### config.mk
export PLATFORM = sky130hd
export DESIGN_NAME = thermal_throttle_hysteresis_fsm_flat
export DESIGN_NICKNAME = d
export VERILOG_FILES = /design/src/rtl/tt_pkg.sv /design/src/rtl/tt_in_if.sv /design/src/rtl/tt_out_if.sv /design/src/rtl/thermal_throttle_hysteresis_fsm.sv /design/src/flat_wrapper.sv
export SDC_FILE = /design/constraint.sdc
export NUM_CORES = 1
export LEC_CHECK = 0
export ABC_AREA = 1
export BUFFER_PORTS_ARGS = -buffer_cell sky130_fd_sc_hd__buf_4
export CAP_MARGIN = 20
export CORE_ASPECT_RATIO = 1.25
export CORE_MARGIN = 5
export CORE_UTILIZATION = 45
export DETAILED_ROUTE_END_ITERATION = 10
export HOLD_SLACK_MARGIN = 0.12
export PLACE_DENSITY = 0.72
export SLEW_MARGIN = 20
export SYNTH_ARGS = -nofsm -noshare
export SYNTH_HDL_FRONTEND = slang
export SYNTH_SLANG_ARGS = --single-unit
### constraint.sdc
create_clock -name i_clk -period 12.1 [get_ports i_clk]
set_input_delay 2.42 -clock i_clk [delete_from_list [all_inputs] [get_ports i_clk]]
set_output_delay 2.42 -clock i_clk [all_outputs]
set_load 0.01 [all_outputs]
### src/rtl/tt_pkg.sv
// Package for the thermal throttle block: field widths, register indexes
// and the brightness caps and TX power codes that go with each level.
// Has no dependencies.
`default_nettype none

package tt_pkg;

    localparam int TEMP_W   = 12;
    localparam int HYS_W    = 10;
    localparam int FREQ_W   = 9;
    localparam int LEVEL_W  = 2;
    localparam int TX_W     = 2;
    localparam int CAP_W    = 8;
    localparam int IVAL_W   = 24;
    localparam int CFG_IDX_W  = 3;
    localparam int CFG_DATA_W = 24;

    typedef logic [CFG_IDX_W-1:0] t_cfg_idx;

    localparam t_cfg_idx REG_SOFT_THR  = 3'd0;
    localparam t_cfg_idx REG_HARD_THR  = 3'd1;
    localparam t_cfg_idx REG_CRIT_THR  = 3'd2;
    localparam t_cfg_idx REG_HYSTERESIS = 3'd3;
    localparam t_cfg_idx REG_MHZ_NORMAL = 3'd4;
    localparam t_cfg_idx REG_MHZ_SOFT  = 3'd5;
    localparam t_cfg_idx REG_MHZ_HARD  = 3'd6;
    localparam t_cfg_idx REG_COOL_IVAL = 3'd7;

    localparam logic [CAP_W-1:0] CAP_NORMAL = 8'd255;
    localparam logic [CAP_W-1:0] CAP_SOFT   = 8'd16;
    localparam logic [CAP_W-1:0] CAP_HARD   = 8'd2;
    localparam logic [CAP_W-1:0] CAP_CRIT   = 8'd0;

    localparam logic [TX_W-1:0] TX_15DBM  = 2'd0;
    localparam logic [TX_W-1:0] TX_11DBM  = 2'd1;
    localparam logic [TX_W-1:0] TX_8P5DBM = 2'd2;

endpackage

`default_nettype wire

### src/rtl/tt_in_if.sv
// Request channel carrying one temperature sample.
// Depends on tt_pkg for the field width.
`default_nettype none

interface tt_in_if
    import tt_pkg::*;
();
    logic                     valid;
    logic                     ready;
    logic signed [TEMP_W-1:0] temperature;

    modport source (output valid, output temperature, input ready);
    modport sink   (input valid, input temperature, output ready);
endinterface

`default_nettype wire

### src/rtl/tt_out_if.sv
// Request channel carrying one change-of-level result.
// Depends on tt_pkg for the field widths.
`default_nettype none

interface tt_out_if
    import tt_pkg::*;
();
    logic               valid;
    logic               ready;
    logic [LEVEL_W-1:0] level;
    logic [FREQ_W-1:0]  cpu_freq_mhz;
    logic [TX_W-1:0]    tx_power_code;
    logic               power_save_max;
    logic [CAP_W-1:0]   brightness_cap;
    logic               sleep_request;
    logic [IVAL_W-1:0]  sleep_interval_ms;

    modport source (output valid, output level, output cpu_freq_mhz, output tx_power_code,
                    output power_save_max, output brightness_cap, output sleep_request,
                    output sleep_interval_ms, input ready);
    modport sink   (input valid, input level, input cpu_freq_mhz, input tx_power_code,
                    input power_save_max, input brightness_cap, input sleep_request,
                    input sleep_interval_ms, output ready);
endinterface

`default_nettype wire

### src/rtl/thermal_throttle_hysteresis_fsm.sv
// Top level of the thermal throttle: sample register, level logic with
// hysteresis, and result register. Depends on tt_pkg, tt_in_if and tt_out_if.
//
// Each temperature request is captured in an input register and, in the next
// cycle, compared against the thresholds and the current level; a result
// request is issued only when the level changes. One sample is taken every
// cycle while not stalled; the result is registered after the input register.
// The single result register holds off new samples only while a result is
// waiting and another change is due. Critical is left only by reset.
`default_nettype none

module thermal_throttle_hysteresis_fsm
    import tt_pkg::*;
(
    input  wire                    i_clk,
    input  wire                    i_rst_n,
    tt_in_if.sink                  i_sample,
    tt_out_if.source               o_result,
    input  wire                    i_cfg_we,
    input  wire [CFG_IDX_W-1:0]    i_cfg_index,
    input  wire [CFG_DATA_W-1:0]   i_cfg_data
);

    typedef enum logic [LEVEL_W-1:0] {
        LVL_NORMAL   = 2'd0,
        LVL_SOFT     = 2'd1,
        LVL_HARD     = 2'd2,
        LVL_CRITICAL = 2'd3
    } t_level;

    logic signed [TEMP_W-1:0] r_soft_thr;
    logic signed [TEMP_W-1:0] r_hard_thr;
    logic signed [TEMP_W-1:0] r_crit_thr;
    logic [HYS_W-1:0]         r_hys;
    logic [FREQ_W-1:0]        r_mhz_normal;
    logic [FREQ_W-1:0]        r_mhz_soft;
    logic [FREQ_W-1:0]        r_mhz_hard;
    logic [IVAL_W-1:0]        r_cool_ival;

    t_level                   r_level;
    t_level                   n_level;
    logic                     r_in_valid;
    logic signed [TEMP_W-1:0] r_temp;
    logic                     r_out_valid;

    logic signed [TEMP_W:0]   temp_x;
    logic signed [TEMP_W:0]   soft_down;
    logic signed [TEMP_W:0]   hard_down;
    logic                     ge_crit;
    logic                     ge_hard;
    logic                     ge_soft;
    logic                     below_soft;
    logic                     below_hard;
    logic                     change;
    logic                     advance;

    assign temp_x    = {r_temp[TEMP_W-1], r_temp};
    assign soft_down = {r_soft_thr[TEMP_W-1], r_soft_thr}
                       - $signed({{(TEMP_W+1-HYS_W){1'b0}}, r_hys});
    assign hard_down = {r_hard_thr[TEMP_W-1], r_hard_thr}
                       - $signed({{(TEMP_W+1-HYS_W){1'b0}}, r_hys});

    assign ge_crit    = r_temp >= r_crit_thr;
    assign ge_hard    = r_temp >= r_hard_thr;
    assign ge_soft    = r_temp >= r_soft_thr;
    assign below_soft = temp_x < soft_down;
    assign below_hard = temp_x < hard_down;

    always_comb begin
        n_level = r_level;
        unique case (r_level)
            LVL_NORMAL: begin
                if (ge_crit) n_level = LVL_CRITICAL;
                else if (ge_hard) n_level = LVL_HARD;
                else if (ge_soft) n_level = LVL_SOFT;
            end
            LVL_SOFT: begin
                if (ge_crit) n_level = LVL_CRITICAL;
                else if (ge_hard) n_level = LVL_HARD;
                else if (below_soft) n_level = LVL_NORMAL;
            end
            LVL_HARD: begin
                if (ge_crit) n_level = LVL_CRITICAL;
                else if (below_hard) n_level = below_soft ? LVL_NORMAL : LVL_SOFT;
            end
            default: n_level = LVL_CRITICAL;
        endcase
    end

    assign change  = r_in_valid && (n_level != r_level);
    assign advance = r_in_valid && (!change || !r_out_valid || o_result.ready);

    assign i_sample.ready = !r_in_valid || advance;
    assign o_result.valid = r_out_valid;

    always_ff @(posedge i_clk) begin
        if (!i_rst_n) begin
            r_soft_thr    <= 12'sd560;
            r_hard_thr    <= 12'sd640;
            r_crit_thr    <= 12'sd720;
            r_hys         <= 10'd40;
            r_mhz_normal  <= 9'd240;
            r_mhz_soft    <= 9'd160;
            r_mhz_hard    <= 9'd80;
            r_cool_ival   <= 24'd60000;
            r_level       <= LVL_NORMAL;
            r_in_valid    <= 1'b0;
            r_out_valid   <= 1'b0;
        end else begin
            if (i_cfg_we) begin
                unique case (i_cfg_index)
                    REG_SOFT_THR:    r_soft_thr    <= i_cfg_data[TEMP_W-1:0];
                    REG_HARD_THR:    r_hard_thr    <= i_cfg_data[TEMP_W-1:0];
                    REG_CRIT_THR:    r_crit_thr    <= i_cfg_data[TEMP_W-1:0];
                    REG_HYSTERESIS:  r_hys         <= i_cfg_data[HYS_W-1:0];
                    REG_MHZ_NORMAL:  r_mhz_normal  <= i_cfg_data[FREQ_W-1:0];
                    REG_MHZ_SOFT:    r_mhz_soft    <= i_cfg_data[FREQ_W-1:0];
                    REG_MHZ_HARD:    r_mhz_hard    <= i_cfg_data[FREQ_W-1:0];
                    REG_COOL_IVAL:   r_cool_ival   <= i_cfg_data[IVAL_W-1:0];
                    default: ;
                endcase
            end

            if (i_sample.valid && i_sample.ready) begin
                r_in_valid <= 1'b1;
            end else if (advance) begin
                r_in_valid <= 1'b0;
            end

            if (advance && change) begin
                r_out_valid <= 1'b1;
            end else if (o_result.ready) begin
                r_out_valid <= 1'b0;
            end

            if (advance) begin
                r_level <= n_level;
            end
        end
    end

    always_ff @(posedge i_clk) begin
        if (i_sample.valid && i_sample.ready) begin
            r_temp <= i_sample.temperature;
        end
        if (advance && change) begin
            o_result.level             <= n_level;
            o_result.power_save_max    <= 1'b0;
            o_result.sleep_request     <= 1'b0;
            o_result.sleep_interval_ms <= '0;
            unique case (n_level)
                LVL_NORMAL: begin
                    o_result.cpu_freq_mhz   <= r_mhz_normal;
                    o_result.tx_power_code  <= TX_15DBM;
                    o_result.brightness_cap <= CAP_NORMAL;
                end
                LVL_SOFT: begin
                    o_result.cpu_freq_mhz   <= r_mhz_soft;
                    o_result.tx_power_code  <= TX_11DBM;
                    o_result.brightness_cap <= CAP_SOFT;
                end
                LVL_HARD: begin
                    o_result.cpu_freq_mhz   <= r_mhz_hard;
                    o_result.tx_power_code  <= TX_8P5DBM;
                    o_result.brightness_cap <= CAP_HARD;
                    o_result.power_save_max <= 1'b1;
                end
                default: begin
                    o_result.cpu_freq_mhz      <= r_mhz_hard;
                    o_result.tx_power_code     <= TX_8P5DBM;
                    o_result.brightness_cap    <= CAP_CRIT;
                    o_result.sleep_request     <= 1'b1;
                    o_result.sleep_interval_ms <= r_cool_ival;
                end
            endcase
        end
    end

endmodule

`default_nettype wire

### src/flat_wrapper.sv
// flat-port wrapper written by rule: the top's interface ports become plain ports
module thermal_throttle_hysteresis_fsm_flat import tt_pkg::*;
  (i_clk, i_rst_n, i_cfg_we, i_cfg_index, i_cfg_data, i_sample_valid, i_sample_temperature, i_sample_ready, o_result_valid, o_result_level, o_result_cpu_freq_mhz, o_result_tx_power_code, o_result_power_save_max, o_result_brightness_cap, o_result_sleep_request, o_result_sleep_interval_ms, o_result_ready);
  tt_in_if i_sample_i ();
  tt_out_if o_result_i ();
  input  wire i_clk;
  input  wire i_rst_n;
  input  wire i_cfg_we;
  input  wire [CFG_IDX_W-1:0] i_cfg_index;
  input  wire [CFG_DATA_W-1:0] i_cfg_data;
  input wire logic [$bits(i_sample_i.valid)-1:0] i_sample_valid;
  input wire logic [$bits(i_sample_i.temperature)-1:0] i_sample_temperature;
  output wire logic [$bits(i_sample_i.ready)-1:0] i_sample_ready;
  output wire logic [$bits(o_result_i.valid)-1:0] o_result_valid;
  output wire logic [$bits(o_result_i.level)-1:0] o_result_level;
  output wire logic [$bits(o_result_i.cpu_freq_mhz)-1:0] o_result_cpu_freq_mhz;
  output wire logic [$bits(o_result_i.tx_power_code)-1:0] o_result_tx_power_code;
  output wire logic [$bits(o_result_i.power_save_max)-1:0] o_result_power_save_max;
  output wire logic [$bits(o_result_i.brightness_cap)-1:0] o_result_brightness_cap;
  output wire logic [$bits(o_result_i.sleep_request)-1:0] o_result_sleep_request;
  output wire logic [$bits(o_result_i.sleep_interval_ms)-1:0] o_result_sleep_interval_ms;
  input wire logic [$bits(o_result_i.ready)-1:0] o_result_ready;
  assign i_sample_i.valid = i_sample_valid;
  assign i_sample_i.temperature = i_sample_temperature;
  assign i_sample_ready = i_sample_i.ready;
  assign o_result_valid = o_result_i.valid;
  assign o_result_level = o_result_i.level;
  assign o_result_cpu_freq_mhz = o_result_i.cpu_freq_mhz;
  assign o_result_tx_power_code = o_result_i.tx_power_code;
  assign o_result_power_save_max = o_result_i.power_save_max;
  assign o_result_brightness_cap = o_result_i.brightness_cap;
  assign o_result_sleep_request = o_result_i.sleep_request;
  assign o_result_sleep_interval_ms = o_result_i.sleep_interval_ms;
  assign o_result_i.ready = o_result_ready;
  thermal_throttle_hysteresis_fsm u_core (.i_clk(i_clk), .i_rst_n(i_rst_n), .i_sample(i_sample_i), .o_result(o_result_i), .i_cfg_we(i_cfg_we), .i_cfg_index(i_cfg_index), .i_cfg_data(i_cfg_data));
endmodule
# Yosys cells after proc, flatten, opt, wreduce, memory -nomap -nowiden
# Cells that the tools add are included.
[classes]
addsub = 2
n_mul = 0
div_mod_pow = 0
order_cmp = 5
eq_ne = 12
shift = 0
mux = 19
n_bitwise = 0
n_reduce_logical = 24
[ops]
columns = ["cell", "n"]
rows = [
  ["$ge A12 B12 Y1", 3],
  ["$lt A12 B13 Y1", 2],
  ["$sub A12 B11 Y13", 2],
  ["$pmux W8 S3", 1],
  ["$pmux W9 S2", 1],
  ["$mux W2", 8],
  ["$reduce_and A2 Y1", 8],
  ["$eq A3 B3 Y1 const B", 4],
  ["$mux W1", 7],
  ["$eq A3 B2 Y1 const B", 2],
  ["$pmux W2 S3", 1],
  ["$eq A2 B1 Y1 const B", 2],
  ["$eq A2 B2 Y1 const B", 2],
  ["$logic_and A1 B1 Y1", 4],
  ["$logic_not A2 Y1", 2],
  ["$pmux W2 S2", 1],
  ["$reduce_bool A2 Y1", 2],
  ["$eq A3 B1 Y1 const B", 1],
  ["$logic_not A1 Y1", 3],
  ["$logic_not A3 Y1", 1],
  ["$logic_or A1 B1 Y1", 3],
  ["$reduce_or A3 Y1", 1],
  ["$ne A2 B2 Y1", 1],
]
[word_totals]
register_bits = 160
latch_bits = 0
ram_bits = 0
romBits = 0
in_bits = 44
output_inout_bits = 49
wordCells = 81
mem_count = 0

# Depth between registers and ports, before layout
# Gate-level depths: netlist of the first run.
[logic_depth]
ltp_word = 15
depth_mapped = 34
depth_no_buf = 34

# Least setup slack after synthesis of the first run
# OpenSTA, ideal clock, no wires.
[synth_path]
kind = "register to output"
startpoint = "reg u_core.r_hard_thr[0]"
endpoint = "out i_sample_ready"
t_arrival_ns = 3.304
t_required_ns = 9.680
setup_slack_ns = 6.376
path_stages_with_launch = 31
n_path_buf = 0
path_cell_list = "dfxtp_1 -> inv_1 -> ha_1 -> inv_1 -> fa_1 -> nand3_1 -> and2_1 -> nor2_1 -> o21ai_1 -> nand2_1 -> a21oi_1 -> o21ai_1 -> a21o_1 -> a21oi_1 -> nand2_1 -> nand2_1 -> inv_1 -> ha_1 -> a21oi_1 -> o21ai_0 -> nor2_1 -> nand2_1 -> nand2_1 -> nand2_1 -> nand2_1 -> nand2_1 -> nand2_2 -> nand3_2 -> nand2_2 -> nand2_4 -> nand3_4"
[synth_via]
elab_chain_cells = 12
word_cells_on_any_way = 17
[synth_lines]
columns = ["item", "line_no", "source"]
rows = [
  ["from (decl)", "thermal_throttle_hysteresis_fsm.sv:32", "logic signed [TEMP_W-1:0] r_hard_thr;"],
  ["from (signal assigned)", "thermal_throttle_hysteresis_fsm.sv:113", "REG_HARD_THR: r_hard_thr <= i_cfg_data[TEMP_W-1:0];"],
  ["$sub A12 B11 Y13", "thermal_throttle_hysteresis_fsm.sv:61", "- $signed({{(TEMP_W+1-HYS_W){1'b0}}, r_hys});"],
  ["$lt A12 B13 Y1", "thermal_throttle_hysteresis_fsm.sv:67", "assign below_hard = temp_x < hard_down;"],
  ["$mux W2", "thermal_throttle_hysteresis_fsm.sv:84", "else if (below_hard) n_level = below_soft ? LVL_NORMAL : LVL_SOFT;"],
  ["$mux W2", "thermal_throttle_hysteresis_fsm.sv:83", "if (ge_crit) n_level = LVL_CRITICAL;"],
  ["$pmux W2 S3 (*)", "thermal_throttle_hysteresis_fsm.sv:71", "unique case (r_level)"],
  ["$ne A2 B2 Y1 (*)", "thermal_throttle_hysteresis_fsm.sv:90", "assign change = r_in_valid && (n_level != r_level);"],
  ["$logic_and A1 B1 Y1 (*)", "thermal_throttle_hysteresis_fsm.sv:90", ""],
  ["$logic_not A1 Y1 (*)", "thermal_throttle_hysteresis_fsm.sv:91", "assign advance = r_in_valid && (!change || !r_out_valid || o_result.ready);"],
  ["$logic_or A1 B1 Y1 (*) (2 in a row)", "thermal_throttle_hysteresis_fsm.sv:91", ""],
  ["$logic_and A1 B1 Y1 (*)", "thermal_throttle_hysteresis_fsm.sv:91", ""],
  ["$logic_or A1 B1 Y1 (*)", "thermal_throttle_hysteresis_fsm.sv:93", "assign i_sample.ready = !r_in_valid || advance;"],
  ["to (decl)", "flat_wrapper.sv:13", "output wire logic [$bits(i_sample_i.ready)-1:0] i_sample_ready;"],
]
# Mark *: on every way between the ends. The rest lies on a longest branch, timed or not.

# Worst setup path in the final report of the first run
[layout_path]
startpoint = "reg u_core.r_hys[0]"
endpoint = "out i_sample_ready"
[layout_via]
elab_chain_cells = 13
word_cells_on_any_way = 18
[layout_lines]
columns = ["item", "line_no", "source"]
rows = [
  ["from (decl)", "thermal_throttle_hysteresis_fsm.sv:34", "logic [HYS_W-1:0] r_hys;"],
  ["from (signal assigned)", "thermal_throttle_hysteresis_fsm.sv:115", "REG_HYSTERESIS: r_hys <= i_cfg_data[HYS_W-1:0];"],
  ["$sub A12 B11 Y13", "thermal_throttle_hysteresis_fsm.sv:59", "- $signed({{(TEMP_W+1-HYS_W){1'b0}}, r_hys});"],
  ["$lt A12 B13 Y1", "thermal_throttle_hysteresis_fsm.sv:66", "assign below_soft = temp_x < soft_down;"],
  ["$mux W1 or $mux W2 (tied branches)", "thermal_throttle_hysteresis_fsm.sv:84, thermal_throttle_hysteresis_fsm.sv:80", ""],
  ["$mux W2, on equally long branches", "thermal_throttle_hysteresis_fsm.sv:84, thermal_throttle_hysteresis_fsm.sv:79", ""],
  ["$mux W2, on equally long branches", "thermal_throttle_hysteresis_fsm.sv:83, thermal_throttle_hysteresis_fsm.sv:78", ""],
  ["$pmux W2 S3 (*)", "thermal_throttle_hysteresis_fsm.sv:71", ""],
  ["$ne A2 B2 Y1 (*)", "thermal_throttle_hysteresis_fsm.sv:90", ""],
  ["$logic_and A1 B1 Y1 (*)", "thermal_throttle_hysteresis_fsm.sv:90", ""],
  ["$logic_not A1 Y1 (*)", "thermal_throttle_hysteresis_fsm.sv:91", ""],
  ["$logic_or A1 B1 Y1 (*) (2 in a row)", "thermal_throttle_hysteresis_fsm.sv:91", ""],
  ["$logic_and A1 B1 Y1 (*)", "thermal_throttle_hysteresis_fsm.sv:91", ""],
  ["$logic_or A1 B1 Y1 (*)", "thermal_throttle_hysteresis_fsm.sv:93", ""],
]
# Marked as above.

==> results of run 1 <==
-- layer usage --
layer,share of wire,vias up,wire (microns),global-route usage
met5,0,-,0,0
met4,0.027,0,497,0.0780
met3,0.033,36,609,0.0302
met2,0.53,99,9790,0.325
met1,0.41,2895,7650,0.221
li1,-,3339,-,-
-- stage by stage --
stage          cells  utilization  hold WS (ns)  cell area [sq um]
4_1_cts         1287        0.545         0.456               9540
3_5_place_dp    1255        0.509         0.444               8910
6_report        1287        0.545         0.454               9540
5_1_grt         1287        0.545         0.475               9540
2_1_floorplan    964            -         0.429               8050
3_3_place_gp    1255        0.509         0.438               8910
-- power breakdown --
| part | switching, mW | total [mW] | internal [mW] |
|---|---|---|---|
| sequential | 0.0145 | 0.589 | 0.574 |
| clock | 0.237 | 0.571 | 0.334 |
| combinational | 0.143 | 0.233 | 0.0898 |
| total | 0.395 | 1.39 | 0.999 |
-- cells in the final DEF, fill, tap and decap left out, types with 3 or more instances in the layout --
master / Yosys / routed
nor2_2: 8 / 7
o21ai_1: 4 / 4
inv_2: 5 / 5
nand2_4: 3 / 3
o21ai_0: 85 / 85
xnor2_1: 5 / 5
o211ai_1: 11 / 11
nand2_2: 8 / 8
buf_4: 7 / 94
nand3_1: 33 / 33
inv_8: 0 / 4
nor2_1: 107 / 107
a21o_1: 4 / 4
a21oi_1: 94 / 94
nand2_1: 157 / 157
xor2_1: 15 / 15
o21bai_1: 4 / 4
inv_6: 0 / 4
inv_1: 130 / 130
ha_1: 80 / 80
and2_1: 4 / 4
bufinv_16: 0 / 3
nand4_1: 7 / 7
clkbuf_16: 0 / 17
edfxtp_1: 54 / 54
clkinv_1: 5 / 5
dfxtp_1: 101 / 101
-- critical path, delay by kind of cell (launching register included) --
family                     cells  cell delay, ns
AOI/OAI and AO/OA              7            0.99
buffers and inverters          3            0.27
DFF                            1            0.38
adders and majority gates      3            0.90
and+or+nand+nor               16            1.38
-- cell type report --
type,instances,area [sq um]
Clock buffer,18,429
Inverter,140,526
Sequential cell,155,3640
Clock inverter,14,201
Fill cell,1592,7960
Multi-Input combinational cell,642,3750
Tap cell,224,280
Timing Repair Buffer,94,706
-- final timing paths --
path | from | end | cells past startpoint
worst max-delay path | u_core.r_hys[0] | i_sample_ready | 29
worst min-delay path | u_core.r_cool_ival[23] | u_core.r_cool_ival[23] | 2
worst max register to register | u_core.r_hys[0] | u_core.o_result.cpu_freq_mhz[8] | 30
worst min register to register | u_core.r_cool_ival[23] | u_core.r_cool_ival[23] | 2
-- logic make-up after synthesis --
| kind of cell | synth area share |
|---|---|
| AND/OR/NAND/NOR | 0.180 |
| AO/OA/AOI/OAI | 0.135 |
| buffers and inverters | 0.0815 |
| flip-flops | 0.453 |
| adder cells (fa/ha/maj) | 0.129 |
| XOR/XNOR | 0.0218 |
-- registers in the layout, summed over array words and instances (netlist names), 2 cells and up --
| name | flops |
|---|---|
| u_core.o_result.cpu_freq_mhz | 9 |
| u_core.r_mhz_normal | 9 |
| u_core.o_result.sleep_interval_ms | 24 |
| u_core.o_result.tx_power_code | 2 |
| u_core.r_cool_ival | 24 |
| u_core.r_crit_thr | 12 |
| u_core.r_soft_thr | 12 |
| u_core.o_result.brightness_cap | 3 |
| u_core.o_result.level | 2 |
| u_core.r_mhz_soft | 9 |
| u_core.r_hys | 10 |
| u_core.r_temp | 12 |
| u_core.r_hard_thr | 12 |
| u_core.r_mhz_hard | 9 |
| u_core.r_level | 2 |
==> flow_summary.toml, run 1 <==
[status]
outcome = "finished clean"

[worst_setup_path]
r2r_slack_ns = 7.41
cp-start-kind = "flip-flop"
cp_data_arrival_time_ns = 4.34
max_stage_delay_ns = 0.41
critPathCaptureType = "primary output"
cp.required_ns = 9.68
crit_path_top_delay_cell = "fa_1"
worstPathMaxFanout = 5
worstSetupPathType = "reg2out"
cpMostUsedCell = "nand2_1"

[timing]
setup_tns_ns = 0
finClkSkew_ns = 0.0167
slew_headroom = 0.424
period_share = 0.559
max_freq_mhz = 148
slew_violations = 0
setup_viol = 0
hold_violations = 0
fin_crit_ns = 6.76
worst_pin_slew_ns = 0.863
rsz0062_at_grt = "no"
timing.final.ws_setup_ns = 5.34

[grt]
grt_pass1_vias = 6105
overflow = 0
grt_pass1_wl_microns = 30300
grt_usage = 0.185
grt_max_degree = 94
antenna_found_initial = 0

[yosys]
synth_area_sq_mm = 0.00805
synthArstFlopShare = 0
synth-seq-cells = 155
ys_warn_count = 0
seq_area_frac_synth = 0.453
yosys.area.top_type_share = 0.251
synth.avg_cell_area_sq_um = 8.35
yosysMostFrequentCell = "nand2_1"
synth-edff-count = 54
synth_top_area_cell = "dfxtp_1"
synthTopCellsByArea = "dfxtp_1, edfxtp_1, ha_1"
syn_inst = 964
yosys-top-cells-count = "nand2_1, inv_1, nor2_1"
ys.flop_type = "dfxtp_1"
synth.distinct_cells = 35
synthesis.nets = 1090

[cts]
cts_tree = "built"
cts_buffers = 17
clock_sinks = 155
htreeDepth = 4
clk_latency_ns = 0.44
cts-root-buf = "clkbuf_16"
post-cts-setup-buffer-count = 0
clk_pin_slew_ns = 0.07
clock_path_buffers = 2
ctsHoldBuffers = 0
cts_resized = 0

[drt]
viasPerCell = 4.95
wl_microns = 18600
firstDrtPassIters = 5
drt_iter0_drc = 316
ant_nets = 0
wl_per_cell_microns = 14.4
vias = 6369
drt_drc_violations_left = 0

[placement]
io_buffers = 92
routabilityCongestion = 0.849
hpwl_microns = 13500
dp_worst_setup_slack_ns = 5.83

[floorplan]
coreArea_sq_mm = 0.0175
io_pins = 93
initial_core_util = 0.460
dieArea_sq_mm = 0.0207
fp.dieW_microns = 130
std_cell_rows = 54
fp.dieH_microns = 159

[finish]
antennaDiodeCount = 0
syn2layout_area_growth_pct = 18.5
drive_above_1_share = 0.146
nets = 1176

[pwr]
p_per_area_mw_per_mm2 = 146
p_leak_nw = 4.35
totalPowerFinal_mw = 1.39
irDropWorstVdd_v = 0.0000875

[worst_hold_path]
hold_path.class = "reg2reg"

[job]
drv_cap = 0
(Power assumes the default switching activity.)
==> run 2: changes to the inputs <==
--- a/config.mk
+++ b/config.mk
@@ -13,7 +13,7 @@
 export CORE_UTILIZATION = 45
 export DETAILED_ROUTE_END_ITERATION = 10
 export HOLD_SLACK_MARGIN = 0.12
-export PLACE_DENSITY = 0.72
+export PLACE_DENSITY = 0.75
 export SLEW_MARGIN = 20
 export SYNTH_ARGS = -nofsm -noshare
 export SYNTH_HDL_FRONTEND = slang
==> constraint.sdc (replaced) <==
create_clock -name i_clk -period 6 [get_ports i_clk]
set_input_delay 1.2 -clock i_clk [delete_from_list [all_inputs] [get_ports i_clk]]
set_output_delay 1.2 -clock i_clk [all_outputs]
set_load 0.01 [all_outputs]
==> run 2 against run 1 <==
  * Global-route usage increased by 0.16 points
  * Count of clock-buffer cells in the layout shrank 1
  * Flip-flop and latch count stayed put
  * Cell count hardly changed
  * Via count grew 2.8%
  * Critical endpoint unchanged
  * Largest cell class unchanged
==> flow_summary.toml, run 2 (synthesized netlist as in run 1, its figures left out) <==
[finish]
antennaDiodeCount = 0
syn2layout_area_growth_pct = 18.3
final_common_cell = "nand2_1"
nets = 1177
drive_above_1_share = 0.147
layout_common_cells = "nand2_1, inv_1, nor2_1"
reg_top3 = "u_core.o_result.sleep_interval_ms (24), u_core.r_cool_ival (24)"
final_cells = 1288

[drt]
firstDrtPassIters = 6
viasPerCell = 5.09
ant_nets = 0
vias = 6550
wl_per_cell_microns = 14.5
drt_drc_violations_left = 0
drt_iter0_drc = 408
wl_microns = 18700

[worst_hold_path]
hold_path.class = "reg2reg"
holdPathStages = 2
holdCritStartpoint = "u_core.r_cool_ival[10]"
hold_end = "u_core.r_cool_ival[10]"

[cts]
clk_latency_ns = 0.43
clock_path_buffers = 2
cts_tree = "built"
clock_sinks = 155
cts-root-buf = "clkbuf_16"
ctsHoldBuffers = 0
htreeDepth = 4
cts_buffers = 17
clk_pin_slew_ns = 0.06
cts_resized = 0
post-cts-setup-buffer-count = 0

[grt]
grt_max_degree = 94
grt_pass1_vias = 6319
grt_pass1_wl_microns = 30800
antenna_found_initial = 0
overflow = 0
grt_usage = 0.187

[timing]
worst_pin_slew_ns = 0.933
setup_viol = 0
setup_tns_ns = 0
timing.final.ws_setup_ns = 0.523
slew_violations = 0
rsz0062_at_grt = "no"
fin_crit_ns = 5.48
period_share = 0.913
finClkSkew_ns = 0.0115
worst_hold_slack_ns = 0.454
max_freq_mhz = 183
slew_headroom = 0.377
hold_violations = 0

[floorplan]
fp.dieH_microns = 159
fp.dieW_microns = 130
dieArea_sq_mm = 0.0207
io_pins = 93
coreArea_sq_mm = 0.0175
std_cell_rows = 54
initial_core_util = 0.460

[worst_setup_path]
cp.required_ns = 4.80
crit_path_top_delay_cell = "fa_1"
critPathCaptureType = "primary output"
cp-start-kind = "flip-flop"
worstReg2RegEnd = "u_core.o_result.cpu_freq_mhz[5]"
max_stage_delay_ns = 0.40
worst-r2r-cell-count = 30
worstPathMaxFanout = 5
cp_data_arrival_time_ns = 4.28
worstSetupPathType = "reg2out"
r2r_slack_ns = 1.18
cpMostUsedCell = "nand2_1"
r2r_start = "u_core.r_hys[0]"

[placement]
hpwl_microns = 13900
place_inst = 1256
io_buffers = 92
routabilityCongestion = 0.853
dp_worst_setup_slack_ns = 0.978

[pwr]
irDropWorstVdd_v = 0.000169
p_per_area_mw_per_mm2 = 290
p_leak_nw = 4.35

[job]
drv_cap = 0

[status]
outcome = "finished clean"
==> run 2: worst max-delay path by stage <==
stage	startpoint	end	slack (ns)
after floorplan	u_core.r_hard_thr[0]	u_core.o_result.brightness_cap[1]	1.20
after global placement	u_core.r_hys[0]	i_sample_ready	1.09
after detailed placement	u_core.r_hys[0]	i_sample_ready	0.98
after CTS	u_core.r_hys[0]	i_sample_ready	0.49
after global routing	u_core.r_soft_thr[0]	i_sample_ready	0.09
final	u_core.r_hys[0]	i_sample_ready	0.52
==> run 2: power breakdown <==
part           internal (mW)  switching, mW
clock                  0.630          0.472
sequential              1.16         0.0302
combinational          0.182          0.290
total                   1.97          0.792
==> run 2: area by class of cell <==
type                            instances  area [sq um]
Tap cell                              224           280
Clock inverter                         15           181
Sequential cell                       155          3640
Multi-Input combinational cell        642          3750
Inverter                              140           526
Fill cell                            1550          7980
Timing Repair Buffer                   95           713
Clock buffer                           17           425
==> run 2: per-stage QoR <==
step	util	cell area, sq um	power (mW)
CTS	0.544	9520	2.79
finish	0.544	9520	2.76
global route	0.544	9520	2.90
detailed placement	0.509	8910	1.68
floorplan	-	8050	1.53
global placement	0.509	8910	1.67
==> run 2: worst max-delay path: cells and delay by family (launching register included) <==
kind,cells,cell delay (ns)
buffers and inverters,3,0.26
adder cells (fa/ha/maj),3,0.87
AO/OA/AOI/OAI,7,1.01
AND/OR/NAND/NOR,16,1.34
flip-flops,1,0.36
==> run 2: metal layers <==
metal  GRT usage  vias to the layer above  part of all wire
li1            -                     3351                 -
met1       0.211                     3001              0.39
met2       0.336                      147              0.53
met3      0.0362                       51             0.036
met4      0.0799                        0             0.036
met5           0                        -                 0
==> run 3: changes to the inputs <==
--- a/config.mk
+++ b/config.mk
@@ -10,11 +10,12 @@
 export CAP_MARGIN = 20
 export CORE_ASPECT_RATIO = 1.25
 export CORE_MARGIN = 5
-export CORE_UTILIZATION = 45
+export CORE_UTILIZATION = 53
 export DETAILED_ROUTE_END_ITERATION = 10
 export HOLD_SLACK_MARGIN = 0.12
-export PLACE_DENSITY = 0.75
+export PLACE_DENSITY = 0.84
 export SLEW_MARGIN = 20
 export SYNTH_ARGS = -nofsm -noshare
 export SYNTH_HDL_FRONTEND = slang
 export SYNTH_SLANG_ARGS = --single-unit
+export TNS_END_PERCENT = 100
==> run 3 against run 2 <==
  * Maximum frequency shrank 2.1%
  * Worst setup slack got worse by 0.12 ns
  * Sequential share of layout area increased by 0.39 points
  * Hold slack better by 0.0014 ns
  * Die area decreased by 14%
  * Clock skew is 0.0028 ns lower
  * Count of clock-buffer cells in the layout grew 1
  * Flip-flop and latch count unchanged
  * Via count up 2.7%
  * First-iteration DRC count shrank 6.1%
  * Cell count decreased by 3.3%
==> flow_summary.toml, run 3 (synthesized netlist as in run 1, its figures left out) <==
[cts]
cts-root-buf = "clkbuf_16"
htreeDepth = 4
clock_path_buffers = 2
post-cts-setup-buffer-count = 0
clk_latency_ns = 0.43
ctsHoldBuffers = 0
clock_sinks = 155
cts_tree = "built"
clk_pin_slew_ns = 0.06
cts_buffers = 17

[worst_setup_path]
cp-start-kind = "flip-flop"
max_stage_delay_ns = 0.43
cp_data_arrival_time_ns = 4.39
worstPathMaxFanout = 4
cp.required_ns = 4.80
crit_family = "compound AO/OA/AOI/OAI gates"
cpMostUsedCell = "nand2_1"
critPathCaptureType = "primary output"
crit_buf_inv = 3
crit_path_top_delay_cell = "fa_1"
worstSetupPathType = "reg2out"

[timing]
period_share = 0.932
hold_violations = 0
rsz0062_at_grt = "no"
slew_violations = 0
worst_hold_slack_ns = 0.455
finClkSkew_ns = 0.00877
worst_pin_slew_ns = 0.857
max_freq_mhz = 179
setup_tns_ns = 0
fin_crit_ns = 5.59
timing.final.ws_setup_ns = 0.406
slew_headroom = 0.428
setup_viol = 0

[drt]
viasPerCell = 5.40
drt_drc_violations_left = 0
firstDrtPassIters = 5
wl_microns = 18800
ant_nets = 0
drt_iter0_drc = 383
vias = 6724
wl_per_cell_microns = 15.1

[floorplan]
fp.dieW_microns = 120
fp.dieH_microns = 148
coreArea_sq_mm = 0.0150
io_pins = 93
initial_core_util = 0.538
std_cell_rows = 50
dieArea_sq_mm = 0.0178

[status]
outcome = "finished clean"

[finish]
antennaDiodeCount = 0
nets = 1176
reg_top3 = "u_core.o_result.sleep_interval_ms (24), u_core.r_cool_ival (24)"
final_cells = 1245
syn2layout_area_growth_pct = 17.1
layout_common_cells = "nand2_1, inv_1, nor2_1"
fin_area_sq_mm = 0.00942
fin_util = 0.630
drive_above_1_share = 0.146
final_common_cell = "nand2_1"

[placement]
hpwl_microns = 13600
io_buffers = 92
place_inst = 1213
routabilityCongestion = 0.869
place_area_sq_mm = 0.00885
dp_worst_setup_slack_ns = 0.946

[job]
drv_cap = 0

[pwr]
totalPowerFinal_mw = 2.70
p_leak_nw = 4.33
irDropWorstVdd_v = 0.000191
p_per_area_mw_per_mm2 = 287

[grt]
grt_usage = 0.218
grt_max_degree = 94
antenna_found_initial = 0
grt_pass1_vias = 6613
grt_pass1_wl_microns = 31000
overflow = 0

[worst_hold_path]
hold_path.class = "reg2reg"
-- run 3: path summary, 6_finish.rpt --
check | start | end | slack, ns | cells past startpoint
max | u_core.r_soft_thr[0] | i_sample_ready | 0.41 | 27
min | u_core.r_cool_ival[19] | u_core.r_cool_ival[19] | 0.46 | 2
max reg2reg | u_core.r_soft_thr[0] | u_core.o_result.level[1] | 1.24 | 28
min reg2reg | u_core.r_cool_ival[19] | u_core.r_cool_ival[19] | 0.46 | 2
-- run 3: power breakdown --
part           switching [mW]  internal [mW]  leakage (nW)
clock                   0.458          0.580         0.275
combinational           0.295          0.182          2.71
sequential             0.0305           1.16          1.34
-- run 3: final cells by class --
type	count	area (sq um)
clock inverter	14	134
tap	182	228
multi-input combinational	642	3760
timing repair buffer	94	706
inverter	140	526
clock buffer	18	429
sequential	155	3640
fill	1187	5530
-- run 3: per-layer routing --
layer / track usage / vias to the layer above / share of wire
li1: - / 3341 / -
met1: 0.250 / 3087 / 0.38
met2: 0.376 / 227 / 0.51
met3: 0.0452 / 69 / 0.060
met4: 0.123 / 0 / 0.047
met5: 0 / - / 0
-- run 3: repair_timing --
| action | 4_1_cts | 5_1_grt |
|---|---|---|
| setup endpoints to repair | 0 | 1 |
| resized for setup | 0 | 2 |
| endpoints found under the hold margin | 0 | 0 |
-- run 3: tightest hold or removal path, delay by kind of cell (launching register included) --
family / cells / cell delay (ns)
compound gates: 1 / 0.05
buf+inv: 1 / 0.06
flops: 1 / 0.30
